--- src/rtl/tlvp_pkg.sv ---
// Shared types and codes for the BER-TLV stream parser.
// Used by the region cell, the region stack and the top level.
package tlvp_pkg;

  localparam logic [1:0] ROLE_TAG    = 2'd0;
  localparam logic [1:0] ROLE_LENGTH = 2'd1;
  localparam logic [1:0] ROLE_VALUE  = 2'd2;
  localparam logic [1:0] ROLE_IGNORE = 2'd3;

  localparam logic [2:0] ST_OK       = 3'd0;
  localparam logic [2:0] ST_BAD_TAG  = 3'd1;
  localparam logic [2:0] ST_BAD_LEN  = 3'd2;
  localparam logic [2:0] ST_OVERRUN  = 3'd3;
  localparam logic [2:0] ST_TRAILING = 3'd4;
  localparam logic [2:0] ST_TOO_DEEP = 3'd5;

  localparam logic [4:0] TAG_MULTI_BYTE = 5'h1F;

  typedef struct packed {
    logic wr;
    logic in_stack;
    logic is_top;
  } tlvp_cell_ctl_t;

  typedef struct packed {
    logic push;
    logic pop_en;
  } tlvp_stk_ctl_t;

endpackage

--- src/rtl/tlvp_cell.sv ---
// One region cell: holds the end offset of one open constructed region.
// Depends on tlvp_pkg; chained by tlvp_stack, pop request ripples downward.
module tlvp_cell import tlvp_pkg::*; #(
  parameter int POSITION_BITS = 16
) (
  input  logic                     clk,
  input  tlvp_cell_ctl_t           ctl,
  input  logic [POSITION_BITS-1:0] wr_end,
  input  logic [POSITION_BITS-1:0] cmp_pos,
  input  logic                     pop_above,
  output logic                     pop,
  output logic [POSITION_BITS-1:0] top_end
);

  logic [POSITION_BITS-1:0] region_end;

  always_ff @(posedge clk) begin
    if (ctl.wr) begin
      region_end <= wr_end;
    end
  end

  assign pop     = ctl.in_stack && (region_end == cmp_pos) && (ctl.is_top || pop_above);
  assign top_end = ctl.is_top ? region_end : '0;

endmodule

--- src/rtl/tlvp_stack.sv ---
// Region stack built as a row of tlvp_cell instances.
// Depends on tlvp_pkg and tlvp_cell; gives the top region end and next depth.
module tlvp_stack import tlvp_pkg::*; #(
  parameter int MAX_DEPTH     = 8,
  parameter int POSITION_BITS = 16,
  localparam int DW           = $clog2(MAX_DEPTH + 1)
) (
  input  logic                     clk,
  input  tlvp_stk_ctl_t            ctl,
  input  logic [DW-1:0]            depth,
  input  logic [POSITION_BITS-1:0] push_end,
  input  logic [POSITION_BITS-1:0] cmp_pos,
  output logic [POSITION_BITS-1:0] top_end,
  output logic [DW-1:0]            depth_next
);

  logic [MAX_DEPTH-1:0]     pops;
  logic [MAX_DEPTH-1:0]     pop_above;
  logic [POSITION_BITS-1:0] cell_top [MAX_DEPTH];
  tlvp_cell_ctl_t           cell_ctl [MAX_DEPTH];
  logic [DW-1:0]            popped;

  for (genvar i = 0; i < MAX_DEPTH; i++) begin : g_cell
    assign cell_ctl[i].wr       = ctl.push && (depth == DW'(i));
    assign cell_ctl[i].in_stack = DW'(i) < depth;
    assign cell_ctl[i].is_top   = DW'(i + 1) == depth;
    if (i == MAX_DEPTH - 1) begin : g_last
      assign pop_above[i] = 1'b0;
    end else begin : g_mid
      assign pop_above[i] = pops[i+1];
    end
    tlvp_cell #(.POSITION_BITS(POSITION_BITS)) u_cell (
      .clk       (clk),
      .ctl       (cell_ctl[i]),
      .wr_end    (push_end),
      .cmp_pos   (cmp_pos),
      .pop_above (pop_above[i]),
      .pop       (pops[i]),
      .top_end   (cell_top[i])
    );
  end

  always_comb begin
    top_end = '0;
    for (int i = 0; i < MAX_DEPTH; i++) begin
      top_end = top_end | cell_top[i];
    end
  end

  always_comb begin
    popped = depth;
    for (int i = MAX_DEPTH - 1; i >= 0; i--) begin
      if (pops[i]) begin
        popped = DW'(i);
      end
    end
    if (ctl.push) begin
      depth_next = depth + DW'(1);
    end else if (ctl.pop_en) begin
      depth_next = popped;
    end else begin
      depth_next = depth;
    end
  end

endmodule

--- src/rtl/ber_tlv_stream_parser_top.sv ---
// BER-TLV stream parser, top level: header state machine and output register.
// Depends on tlvp_pkg and tlvp_stack.
//
// Usage:
//   Input channel (in_valid / in_stall): one buffer byte per word, with first
//   marking the opening byte of a buffer and total_length sampled on it.
//   Output channel (out_valid / out_stall): one result word per input word:
//   byte role, header fields when a header completes, nesting depth, status
//   and a buffer-complete flag.
//   Config channel (cfg_valid / cfg_ready, always ready): writes multi_mode;
//   write it only while the parser is idle.
//   The output is registered. Throughput is one byte per cycle unless a
//   held result stalls the input; each byte is resolved in a single pass
//   against the row of region-end cells, which pop in the same cycle.
//   When out_stall is high and a result is held, in_stall rises and the
//   input word waits; nothing is dropped.
//   Synchronous reset clears control state and the output valid; bytes seen
//   before the first buffer start are reported as ignored.
module ber_tlv_stream_parser_top import tlvp_pkg::*; #(
  parameter int MAX_DEPTH        = 8,
  parameter int MAX_LENGTH_BYTES = 5,
  parameter int POSITION_BITS    = 16
) (
  input  logic        clk,
  input  logic        rst,
  input  logic        in_valid,
  output logic        in_stall,
  input  logic [7:0]  data_byte,
  input  logic        first,
  input  logic [15:0] total_length,
  output logic        out_valid,
  input  logic        out_stall,
  output logic [1:0]  byte_role,
  output logic        header_done,
  output logic [15:0] tag_number,
  output logic [15:0] value_length,
  output logic        constructed,
  output logic [3:0]  nesting_depth,
  output logic [2:0]  status,
  output logic        buffer_done,
  input  logic        cfg_valid,
  output logic        cfg_ready,
  input  logic        multi_mode
);

  localparam int P   = POSITION_BITS;
  localparam int DW  = $clog2(MAX_DEPTH + 1);
  localparam int LW  = 8 * MAX_LENGTH_BYTES;
  localparam int LBW = $clog2(MAX_LENGTH_BYTES + 1);
  localparam int CW  = (LW > P) ? LW : P;

  typedef enum logic [2:0] {
    PH_TAG1,
    PH_TAG2,
    PH_LEN1,
    PH_LENN,
    PH_VALUE
  } phase_t;

  phase_t          phase, phase_next, e_phase;
  logic [P-1:0]    byte_position, pos_next, e_pos;
  logic [P-1:0]    buffer_end, e_end;
  logic [DW-1:0]   stack_depth, e_depth, depth_next;
  logic            error_seen, err_next, e_err;
  logic            top_done, top_done_next, e_top_done;
  logic            mode;
  logic [15:0]     tag_acc, tag_next;
  logic            cons, cons_next;
  logic [LW-1:0]   len_acc, len_acc_next;
  logic [LBW-1:0]  len_left, len_left_next;
  logic [P-1:0]    prim_end, prim_end_next;

  logic            in_acc;
  logic            active;
  logic [P-1:0]    after, region, room, top_end, push_end;
  logic [6:0]      n_len;
  logic            fin, fail, push, pop_en;
  logic [LW-1:0]   fin_len;
  tlvp_stk_ctl_t   stk_ctl;

  logic [1:0]      r_role;
  logic            r_hdr, r_cons, r_done;
  logic [15:0]     r_tag, r_len;
  logic [2:0]      r_status;

  assign in_stall  = out_valid && out_stall;
  assign in_acc    = in_valid && !in_stall;
  assign cfg_ready = 1'b1;

  assign e_end      = first ? P'(total_length) : buffer_end;
  assign e_pos      = first ? '0 : byte_position;
  assign e_phase    = first ? PH_TAG1 : phase;
  assign e_depth    = first ? '0 : stack_depth;
  assign e_err      = first ? 1'b0 : error_seen;
  assign e_top_done = first ? 1'b0 : top_done;

  assign active = !e_err && (e_pos < e_end);
  assign after  = e_pos + P'(1);
  assign region = (e_depth != '0) ? top_end : e_end;
  assign room   = (region > after) ? (region - after) : '0;
  assign n_len  = data_byte[6:0];

  always_comb begin
    phase_next    = e_phase;
    pos_next      = e_pos;
    err_next      = e_err;
    top_done_next = e_top_done;
    tag_next      = tag_acc;
    cons_next     = cons;
    len_acc_next  = len_acc;
    len_left_next = len_left;
    prim_end_next = prim_end;
    fin           = 1'b0;
    fin_len       = '0;
    fail          = 1'b0;
    push          = 1'b0;
    pop_en        = 1'b0;
    push_end      = after + P'(fin_len);
    r_role        = ROLE_IGNORE;
    r_hdr         = 1'b0;
    r_tag         = '0;
    r_len         = '0;
    r_cons        = 1'b0;
    r_status      = ST_OK;
    r_done        = 1'b0;
    if (active) begin
      unique case (e_phase)
        PH_TAG1: begin
          r_role = ROLE_TAG;
          if (e_depth == '0 && e_top_done && !mode) begin
            fail     = 1'b1;
            r_status = ST_TRAILING;
          end else begin
            tag_next  = {8'h00, data_byte};
            cons_next = data_byte[5];
            if (data_byte[4:0] == TAG_MULTI_BYTE) begin
              if (room == '0) begin
                fail     = 1'b1;
                r_status = ST_BAD_TAG;
              end else begin
                phase_next = PH_TAG2;
              end
            end else if (data_byte == 8'h00) begin
              fail     = 1'b1;
              r_status = ST_BAD_TAG;
            end else if (room == '0) begin
              fail     = 1'b1;
              r_status = ST_BAD_LEN;
            end else begin
              phase_next = PH_LEN1;
            end
          end
        end
        PH_TAG2: begin
          r_role   = ROLE_TAG;
          tag_next = {tag_acc[7:0], data_byte};
          if (room == '0) begin
            fail     = 1'b1;
            r_status = ST_BAD_LEN;
          end else begin
            phase_next = PH_LEN1;
          end
        end
        PH_LEN1: begin
          r_role = ROLE_LENGTH;
          if (!data_byte[7]) begin
            fin     = 1'b1;
            fin_len = LW'(n_len);
          end else if (n_len > 7'(MAX_LENGTH_BYTES)) begin
            fail     = 1'b1;
            r_status = ST_BAD_LEN;
          end else if (n_len == 7'd0) begin
            fin = 1'b1;
          end else if (P'(n_len) > room) begin
            fail     = 1'b1;
            r_status = ST_BAD_LEN;
          end else begin
            len_acc_next  = '0;
            len_left_next = LBW'(n_len);
            phase_next    = PH_LENN;
          end
        end
        PH_LENN: begin
          r_role        = ROLE_LENGTH;
          len_acc_next  = (len_acc << 8) | LW'(data_byte);
          len_left_next = len_left - LBW'(1);
          if (len_left_next == '0) begin
            fin     = 1'b1;
            fin_len = len_acc_next;
          end
        end
        default: begin
          r_role = ROLE_VALUE;
          if (after >= prim_end) begin
            phase_next = PH_TAG1;
          end
        end
      endcase

      push_end = after + P'(fin_len);
      if (fin) begin
        if (CW'(fin_len) > CW'(room)) begin
          fail     = 1'b1;
          r_status = ST_OVERRUN;
        end else if (cons_next && fin_len != '0 && e_depth == DW'(MAX_DEPTH)) begin
          fail     = 1'b1;
          r_status = ST_TOO_DEEP;
        end else begin
          if (cons_next && fin_len != '0) begin
            push       = 1'b1;
            phase_next = PH_TAG1;
          end else if (fin_len == '0) begin
            phase_next = PH_TAG1;
          end else begin
            prim_end_next = push_end;
            phase_next    = PH_VALUE;
          end
          if (e_depth == '0) begin
            top_done_next = 1'b1;
          end
          r_hdr  = 1'b1;
          r_tag  = tag_next;
          r_len  = 16'(fin_len);
          r_cons = cons_next;
        end
      end

      if (fail) begin
        err_next = 1'b1;
      end else begin
        pos_next = after;
        pop_en   = (phase_next == PH_TAG1) && !push;
        r_done   = (after == e_end);
      end
    end
  end

  assign stk_ctl.push   = push && in_acc;
  assign stk_ctl.pop_en = pop_en;

  tlvp_stack #(
    .MAX_DEPTH     (MAX_DEPTH),
    .POSITION_BITS (POSITION_BITS)
  ) u_stack (
    .clk        (clk),
    .ctl        (stk_ctl),
    .depth      (e_depth),
    .push_end   (push_end),
    .cmp_pos    (after),
    .top_end    (top_end),
    .depth_next (depth_next)
  );

  always_ff @(posedge clk) begin
    if (rst) begin
      phase         <= PH_TAG1;
      byte_position <= '0;
      buffer_end    <= '0;
      stack_depth   <= '0;
      error_seen    <= 1'b0;
      top_done      <= 1'b0;
      mode          <= 1'b0;
      out_valid     <= 1'b0;
    end else begin
      if (cfg_valid && cfg_ready) begin
        mode <= multi_mode;
      end
      if (in_acc) begin
        phase         <= phase_next;
        byte_position <= pos_next;
        buffer_end    <= e_end;
        stack_depth   <= depth_next;
        error_seen    <= err_next;
        top_done      <= top_done_next;
        out_valid     <= 1'b1;
      end else if (!out_stall) begin
        out_valid <= 1'b0;
      end
    end
  end

  always_ff @(posedge clk) begin
    if (in_acc) begin
      tag_acc       <= tag_next;
      cons          <= cons_next;
      len_acc       <= len_acc_next;
      len_left      <= len_left_next;
      prim_end      <= prim_end_next;
      byte_role     <= r_role;
      header_done   <= r_hdr;
      tag_number    <= r_tag;
      value_length  <= r_len;
      constructed   <= r_cons;
      nesting_depth <= 4'(e_depth);
      status        <= r_status;
      buffer_done   <= r_done;
    end
  end

endmodule

--- config.mk ---
export PLATFORM = sky130hd
export DESIGN_NAME = ber_tlv_stream_parser_top
export DESIGN_NICKNAME = d
export VERILOG_FILES = /design/src/rtl/tlvp_pkg.sv /design/src/rtl/tlvp_cell.sv /design/src/rtl/tlvp_stack.sv /design/src/rtl/ber_tlv_stream_parser_top.sv
export SDC_FILE = /design/constraint.sdc
export NUM_CORES = 1
export LEC_CHECK = 0
export BUFFER_PORTS_ARGS = -buffer_cell sky130_fd_sc_hd__buf_2
export CAP_MARGIN = 40
export CORE_AREA = 2 2 225 227
export CTS_CLUSTER_SIZE = 24
export DETAILED_ROUTE_END_ITERATION = 7
export DIE_AREA = 0 0 227 229
export HOLD_SLACK_MARGIN = 0.03
export PLACE_DENSITY_LB_ADDON = 0.05
export SYNTH_ARGS = -nofsm -noshare
export SYNTH_HDL_FRONTEND = slang
export SYNTH_SLANG_ARGS = --single-unit
--- constraint.sdc ---
create_clock -name clk -period 15.1 [get_ports clk]
set_input_delay 2.265 -clock clk [delete_from_list [all_inputs] [get_ports clk]]
set_output_delay 2.265 -clock clk [all_outputs]
set_load 0.005 [all_outputs]
==> results.sh, run 1 <==
export IMPL_synthDistinctLibCells=100
export IMPL_synth_top_area_share_pct=38.8
export IMPL_power_net_switching_w=0.000583
export IMPL_p_comb_share_pct=16.1
export IMPL_htreeDepth=2
export IMPL_die_w_um=227
export IMPL_fin_crit_sh_pct=77.9
export IMPL_synth_area_per_cell_um2=9.82
export IMPL_die_outline_area_mm2=0.0520
export IMPL_global_route_usage_met1_pct=37.3
export IMPL_worst_pin_slew_ps=1100
export IMPL_yosysMostFrequentCell="edfxtp_1"
export IMPL_synth_edff_count=240
export IMPL_setup_violations=0
export IMPL_drt_vias_per_instance=6.03
export IMPL_initial_utilization_pct=37.4
export IMPL_powerDensity_mw_per_mm2=98.3
export IMPL_cts_post_setup_buffers_inserted=0
export IMPL_category_of_the_critical_setup_timing_path="in -> reg"
export IMPL_finalPower_w=0.00208
export IMPL_grt_busiest_layer="met2"
export IMPL_clock_latency_ps=560
export IMPL_worst_path_max_delay_cell="ha_1"
export IMPL_power_frac_seq_pct=42.0
export IMPL_sequential_cell_area_mm2=0.00807
export IMPL_core_area_mm2=0.0497
export IMPL_num_fill_cells=4853
export IMPL_p_leak_nw=8.02
export IMPL_unrepaired_setup_endpoints_after_global_routing="no"
export IMPL_critical_path_max_stage_delay_ps=830
export IMPL_globalRouteOverflowTotal=0
export IMPL_multi_input_area_mm2=0.00989
export IMPL_cp_common_cell="ha_1"
export IMPL_power_share_switching_pct=28.0
export IMPL_synth_seq_area_share_pct=43.4
export IMPL_cts_inserted_buffers=36
export IMPL_timing_critical_path_fanout_max=29
export IMPL_quantity_of_gates_resized_following_cts=0
export IMPL_yosysWarnings=0
export IMPL_antenna_cells=0
export IMPL_detailed_place_hpwl_mm=58.0
export IMPL_synth_top_cells_by_area="edfxtp_1 (39%), ha_1 (6.1%), xnor2_1 (5.6%)"
export IMPL_gp_routability_congestion=1.02
export IMPL_cts_hold_buffers=0
export IMPL_fmaxAchievable_mhz=85.0
export IMPL_tritoncts_num_sinks=283
export IMPL_final_net_count=2106
export IMPL_grt_start_max_net_pins=54
export IMPL_met3_usage_pct=4.53
export IMPL_asyncSetResetFlopFracSynth_pct=0
export IMPL_detail_route_wirelength_mm=75.7
export IMPL_cts_tree="built"
export IMPL_start_kind="input port"
export IMPL_placement_io_buffers=76
export IMPL_area_growth_pct=13.9
export IMPL_die_height_um=229
export IMPL_timing_hold_violations_final=0
export IMPL_floorplan_io_pins=78
export IMPL_run_status="finished, final reports clean"
export IMPL_layout_min_cycle_time_ps=11760
export IMPL_max_slew_margin_rel_pct=24.5
export IMPL_drt_drc_violations_left=0
export IMPL_required_time_at_the_endpoint_of_the_critical_path_ps=15500
export IMPL_power_ir_vdd_worst_mv=0.0647
export IMPL_grt_util_met2_pct=47.8
export IMPL_synth_cells_most_frequent="edfxtp_1 (240), nand2_1 (171), nor2_1 (152), xnor2_1 (118), a21oi_1 (100)"
export IMPL_final_max_slew_violation_count=0
export IMPL_yosys_most_used_dff="edfxtp_1"
export IMPL_final_util_pct=42.7
export IMPL_rows=82
export IMPL_path_clk_slew_ps=60
export IMPL_post_route_cells_drive_above_1_share_pct=12.8
export IMPL_vias=16200
export IMPL_antenna_violating_nets_post_route=0
export IMPL_drt_pre_antenna_iters=5
export IMPL_synthDominantAreaCellType="edfxtp_1"
export IMPL_min_path_type="reg -> reg"
export IMPL_post_synth_instance_area_mm2=0.0186
export IMPL_antenna_found_initial=2
export IMPL_clock_root_buffer="clkbuf_16"
export IMPL_crit_arrival_ps=12160
export IMPL_syn_nets=2016
export IMPL_p_clk_share_pct=41.9
export IMPL_synth_cells=1893
export IMPL_grt_usage_pct=29.0
export IMPL_wl_per_cell_um=28.3
export IMPL_internal_power_w=0.00150
export IMPL_global_route_wire_length_before_repair_mm=109
export IMPL_drt_initial_drc_count=1972
export IMPL_vias_in_the_first_global_route=15500
export IMPL_tns_ps=0
export IMPL_synth_ff_latch_count=283
export IMPL_clk_path_buf_depth=3
export IMPL_timing_max_cap_violations=0
export IMPL_final_setup_skew_ps=19.6
export IMPL_crit_path_end_kind="flop"
==> power by group through the flow <==
stage	clock network, W	registers [W]	logic (W)
6_report	0.000873	0.000875	0.000334
5_1_grt	0.000921	0.000876	0.000365
4_1_cts	0.000892	0.000874	0.000330
3_5_place_dp	0	0.000891	0.000329
3_3_place_gp	0	0.000891	0.000321
2_1_floorplan	0	0.000887	0.000215
==> critical path: cells and delay by family <==
kind / cells / cell delay [ps]
xor+xnor: 1 / 520
compound gates: 8 / 2020
buf+inv: 6 / 1760
fa+ha+maj: 3 / 1680
simple gates: 12 / 3860
==> final cells by class <==
type,instances,area share [%]
clock buffers,43,4.48
clock inverters,18,0.992
inverters,80,1.45
multi-input cells,1437,46.7
flip-flops and latches,283,38.1
well taps,672,3.97
repair buffers,145,4.34
==> path summary, 6_finish.rpt <==
| check | slack (ps) | depth (start not counted) | to | startpoint |
|---|---|---|---|---|
| setup / recovery | 3340 | 30 | stack_depth[3]$_SDFFE_PP0P_ | first |
| hold reg to reg | 500 | 2 | buffer_end[9]$_SDFFE_PP0P_ | buffer_end[9]$_SDFFE_PP0P_ |
| setup reg to reg | 4550 | 28 | stack_depth[3]$_SDFFE_PP0P_ | byte_position[0]$_SDFFE_PP0P_ |
| hold / removal | 500 | 2 | buffer_end[9]$_SDFFE_PP0P_ | buffer_end[9]$_SDFFE_PP0P_ |
==> placed cells by master (no fill, tap or decap), types with 9 or more instances in the layout <==
cell | synthesis | final
a2111oi_0 | 13 | 13
a211oi_1 | 28 | 28
a21o_1 | 13 | 13
a21oi_1 | 100 | 100
a221oi_1 | 19 | 19
a22o_1 | 18 | 18
a22oi_1 | 43 | 43
a31oi_1 | 19 | 19
and2_1 | 63 | 63
and3_1 | 30 | 30
and4_1 | 14 | 14
buf_2 | 14 | 81
buf_4 | 6 | 57
clkbuf_16 | 0 | 37
dfxtp_1 | 43 | 43
edfxtp_1 | 240 | 240
ha_1 | 90 | 90
inv_1 | 66 | 65
inv_2 | 11 | 11
mux2i_1 | 23 | 23
nand2_1 | 171 | 171
nand2b_1 | 17 | 17
nand3_1 | 67 | 67
nand3b_1 | 10 | 10
nand4_1 | 34 | 34
nor2_1 | 152 | 151
nor2b_1 | 23 | 22
nor3_1 | 42 | 40
nor4_1 | 33 | 30
o2111ai_1 | 9 | 9
o211ai_1 | 13 | 13
o21a_1 | 10 | 10
o21ai_0 | 67 | 66
o22ai_1 | 9 | 9
or3_1 | 13 | 13
or4_1 | 9 | 9
xnor2_1 | 118 | 118
xor2_1 | 26 | 26
==> layer usage <==
| metal | up-vias | routed length, um |
|---|---|---|
| li1 | 7288 | - |
| met1 | 7960 | 31400 |
| met2 | 729 | 35700 |
| met3 | 175 | 4680 |
| met4 | 2 | 3920 |
| met5 | - | 13 |
==> through the flow <==
stage                     hold slack (ps)  instances  cell area, um^2  setup slack [ps]
final                                 498       2678            21200              3340
after detailed placement              491       2616            20000              2950
after CTS                             499       2677            21200              3520
after global routing                  517       2678            21200              2720
after global placement                480       2596            19800              2890
after floorplan                       454       1893            18600              3350
==> registers in the layout, indices dropped and copies added (netlist names), 2 cells and up <==
| name | flops |
|---|---|
| tag_number | 16 |
| prim_end | 16 |
| nesting_depth | 4 |
| len_left | 3 |
| status | 3 |
| tag_acc | 16 |
| u_stack.g_cell.u_cell.region_end | 128 |
| len_acc | 32 |
| buffer_end | 16 |
| phase | 3 |
| byte_position | 16 |
| byte_role | 2 |
| stack_depth | 4 |
| value_length | 16 |
==> cells by family (layout without fill, tap and decap cells) <==
kind of cell               count (synthesis)  after routing  share of synthesized area, %
DFF                                      283            283                          43.4
and+or+nand+nor                          726            726                          20.7
xor gates and xnor gates                 158            158                          8.34
buffers and inverters                    173            286                          3.77
muxes                                     28             28                          1.54
other                                      1              1                        0.0202
AOI/OAI and AO/OA                        432            432                          16.0
adders and majority gates                 92             92                          6.27
(Power assumes the default switching activity.)
==> run 2, diff against run 1 <==
==> constraint.sdc (replaced) <==
create_clock -name clk -period 10.5 [get_ports clk]
set_input_delay 1.575 -clock clk [delete_from_list [all_inputs] [get_ports clk]]
set_output_delay 1.575 -clock clk [all_outputs]
set_load 0.005 [all_outputs]
==> run 2 against run 1 <==
Net effect: sequential power increased by 44%; die area unchanged; design area increased by 0.73%; wire length grew 0.99%; power grew 44%; combinational power grew 47%; clock skew up 21 ps; largest cell class unchanged; sequential cell count unchanged; highest routed layer is now met4; setup slack lost 2400 ps; utilization rose by 0.31 points; clock-buffer cell count unchanged.
==> results.sh, run 2 (synthesized netlist as in run 1, its figures left out) <==
export IMPL_final_max_slew_violation_count=0
export IMPL_r2r_start="stack_depth[2]$_SDFFE_PP0P_"
export IMPL_critical_path_max_stage_delay_ps=790
export IMPL_p_clk_share_pct=41.6
export IMPL_area_growth_pct=14.7
export IMPL_globalRouteOverflowTotal=0
export IMPL_global_route_wire_length_before_repair_mm=109
export IMPL_worst_path_max_delay_cell="and3_1"
export IMPL_drt_vias_per_instance=5.97
export IMPL_drt_drc_violations_left=0
export IMPL_floorplan_io_pins=78
export IMPL_antenna_violating_nets_post_route=0
export IMPL_vias_in_the_first_global_route=15600
export IMPL_layout_min_cycle_time_ps=9550
export IMPL_final_util_pct=43.0
export IMPL_category_of_the_critical_setup_timing_path="in -> reg"
export IMPL_max_slew_margin_rel_pct=31.5
export IMPL_tns_ps=0
export IMPL_power_ir_vdd_worst_mv=0.181
export IMPL_layout_commonest_cell="edfxtp_1"
export IMPL_gp_routability_congestion=0.959
export IMPL_detail_route_wirelength_mm=76.4
export IMPL_powerDensity_mw_per_mm2=140
export IMPL_cts_hold_buffers=0
export IMPL_power_share_switching_pct=28.1
export IMPL_registers_top_by_ff_count="u_stack.g_cell.u_cell.region_end"
export IMPL_internal_power_w=0.00215
export IMPL_power_frac_seq_pct=42.0
export IMPL_post_route_cells_drive_above_1_share_pct=13.5
export IMPL_final_setup_skew_ps=40.1
export IMPL_quantity_of_gates_resized_following_cts=0
export IMPL_clock_root_buffer="clkbuf_16"
export IMPL_cts_tree="built"
export IMPL_hold_start="buffer_end[2]$_SDFFE_PP0P_"
export IMPL_antenna_cells=0
export IMPL_required_time_at_the_endpoint_of_the_critical_path_ps=10970
export IMPL_timing_hold_violations_final=0
export IMPL_worst_pin_slew_ps=1000
export IMPL_layout_top_registers="u_stack.g_cell.u_cell.region_end x128, len_acc x32"
export IMPL_p_leak_nw=8.15
export IMPL_wl_per_cell_um=28.3
export IMPL_core_area_mm2=0.0497
export IMPL_cts_post_setup_buffers_inserted=0
export IMPL_unrepaired_setup_endpoints_after_global_routing="no"
export IMPL_grt_usage_pct=29.2
export IMPL_min_path_type="reg -> reg"
export IMPL_htreeDepth=2
export IMPL_worst_r2r_endpoint="stack_depth[0]$_SDFFE_PP0P_"
export IMPL_power_net_switching_w=0.000843
export IMPL_clk_path_buf_depth=3
export IMPL_drt_initial_drc_count=1649
export IMPL_finalNonFillerCells=2698
export IMPL_num_fill_cells=4887
export IMPL_vias=16100
export IMPL_holdPathEnd="buffer_end[2]$_SDFFE_PP0P_"
export IMPL_clock_latency_ps=580
export IMPL_timing_max_cap_violations=0
export IMPL_rows=82
export IMPL_die_height_um=229
export IMPL_worst_r2r_setup_slack_ps=1660
export IMPL_fmaxAchievable_mhz=105
export IMPL_start_kind="input port"
export IMPL_grt_start_max_net_pins=67
export IMPL_crit_arrival_ps=10010
export IMPL_run_status="finished, final reports clean"
export IMPL_antenna_found_initial=0
export IMPL_cts_inserted_buffers=35
export IMPL_drt_pre_antenna_iters=7
export IMPL_initial_utilization_pct=37.4
export IMPL_fin_crit_sh_pct=90.9
export IMPL_die_w_um=227
export IMPL_path_clk_slew_ps=60
export IMPL_p_comb_share_pct=16.4
export IMPL_hold_path_depth=2
export IMPL_max_reg_flops=128
export IMPL_rr_worst_depth=27
export IMPL_crit_path_end_kind="flop"
export IMPL_final_net_count=2123
export IMPL_die_outline_area_mm2=0.0520
export IMPL_commonest_cells_after_routing_fill_and_taps_aside="edfxtp_1 (240), nand2_1 (171), nor2_1 (151)"
export IMPL_detailed_place_hpwl_mm=59.6
export IMPL_tritoncts_num_sinks=283
export IMPL_timing_critical_path_fanout_max=28
export IMPL_setup_violations=0
export IMPL_placement_io_buffers=76
export IMPL_placedCellCount=2634
-- run 2: cell types whose count changed in the layout (fill, tap and decap cells not counted), sizes merged --
cell / before / now
clkinvlp: 5 / 2
clkdlybuf4s15: 0 / 2
clkinv: 11 / 13
inv: 78 / 81
dlymetal6s2s: 0 / 1
buf: 145 / 160
-- run 2: area by class of cell --
type	count	area, um^2	area share (%)
Multi-Input combinational cell	1437	9890	46.3
Clock inverter	20	233	1.09
Sequential cell	283	8070	37.8
Clock buffer	43	927	4.35
Inverter	80	307	1.44
Timing Repair Buffer	163	1070	5.04
Tap cell	672	841	3.94
-- run 2: stage by stage --
| stage | setup WS, ps | total power (W) | hold slack [ps] | area, um^2 |
|---|---|---|---|---|
| floorplan | 452 | 0.00159 | 454 | 18600 |
| global placement | 672 | 0.00175 | 481 | 20000 |
| detailed placement | 377 | 0.00177 | 485 | 20200 |
| CTS | 964 | 0.00301 | 499 | 21300 |
| global route | 261 | 0.00311 | 521 | 21300 |
| finish | 952 | 0.00300 | 499 | 21300 |
-- run 2: critical path, delay by kind of cell --
kind	cells	cell delay (ps)
compound gates	12	3360
simple gates	10	3200
fa+ha+maj	2	620
buf+inv	6	1270
-- run 2: per-layer routing --
layer	share of wire, %	wire length, um	GRT usage, %	vias to the layer above
met2	47	36000	48.3	671
met3	6.1	4660	4.17	155
met4	5.1	3910	13.1	0
li1	-	-	-	7316
met1	42	31800	37.9	7975
met5	0	0	0	-
-- run 2: how the worst max path moves through the flow --
| stage | depth (start not counted) | from | to |
|---|---|---|---|
| detailed placement | 30 | first | stack_depth[0]$_SDFFE_PP0P_ |
| finish | 30 | first | stack_depth[0]$_SDFFE_PP0P_ |
| floorplan | 33 | first | u_stack.g_cell[7].u_cell.region_end[0]$_DFFE_PP_ |
| CTS | 30 | first | stack_depth[0]$_SDFFE_PP0P_ |
| global route | 30 | first | stack_depth[0]$_SDFFE_PP0P_ |
| global placement | 30 | first | stack_depth[3]$_SDFFE_PP0P_ |
-- run 2: power groups by stage --
stage	Combinational (W)	Sequential [W]	Clock (W)
finish	0.000492	0.00126	0.00125
global route	0.000538	0.00126	0.00132
CTS	0.000487	0.00126	0.00127
detailed placement	0.000485	0.00128	0
global placement	0.000473	0.00128	0
floorplan	0.000310	0.00128	0
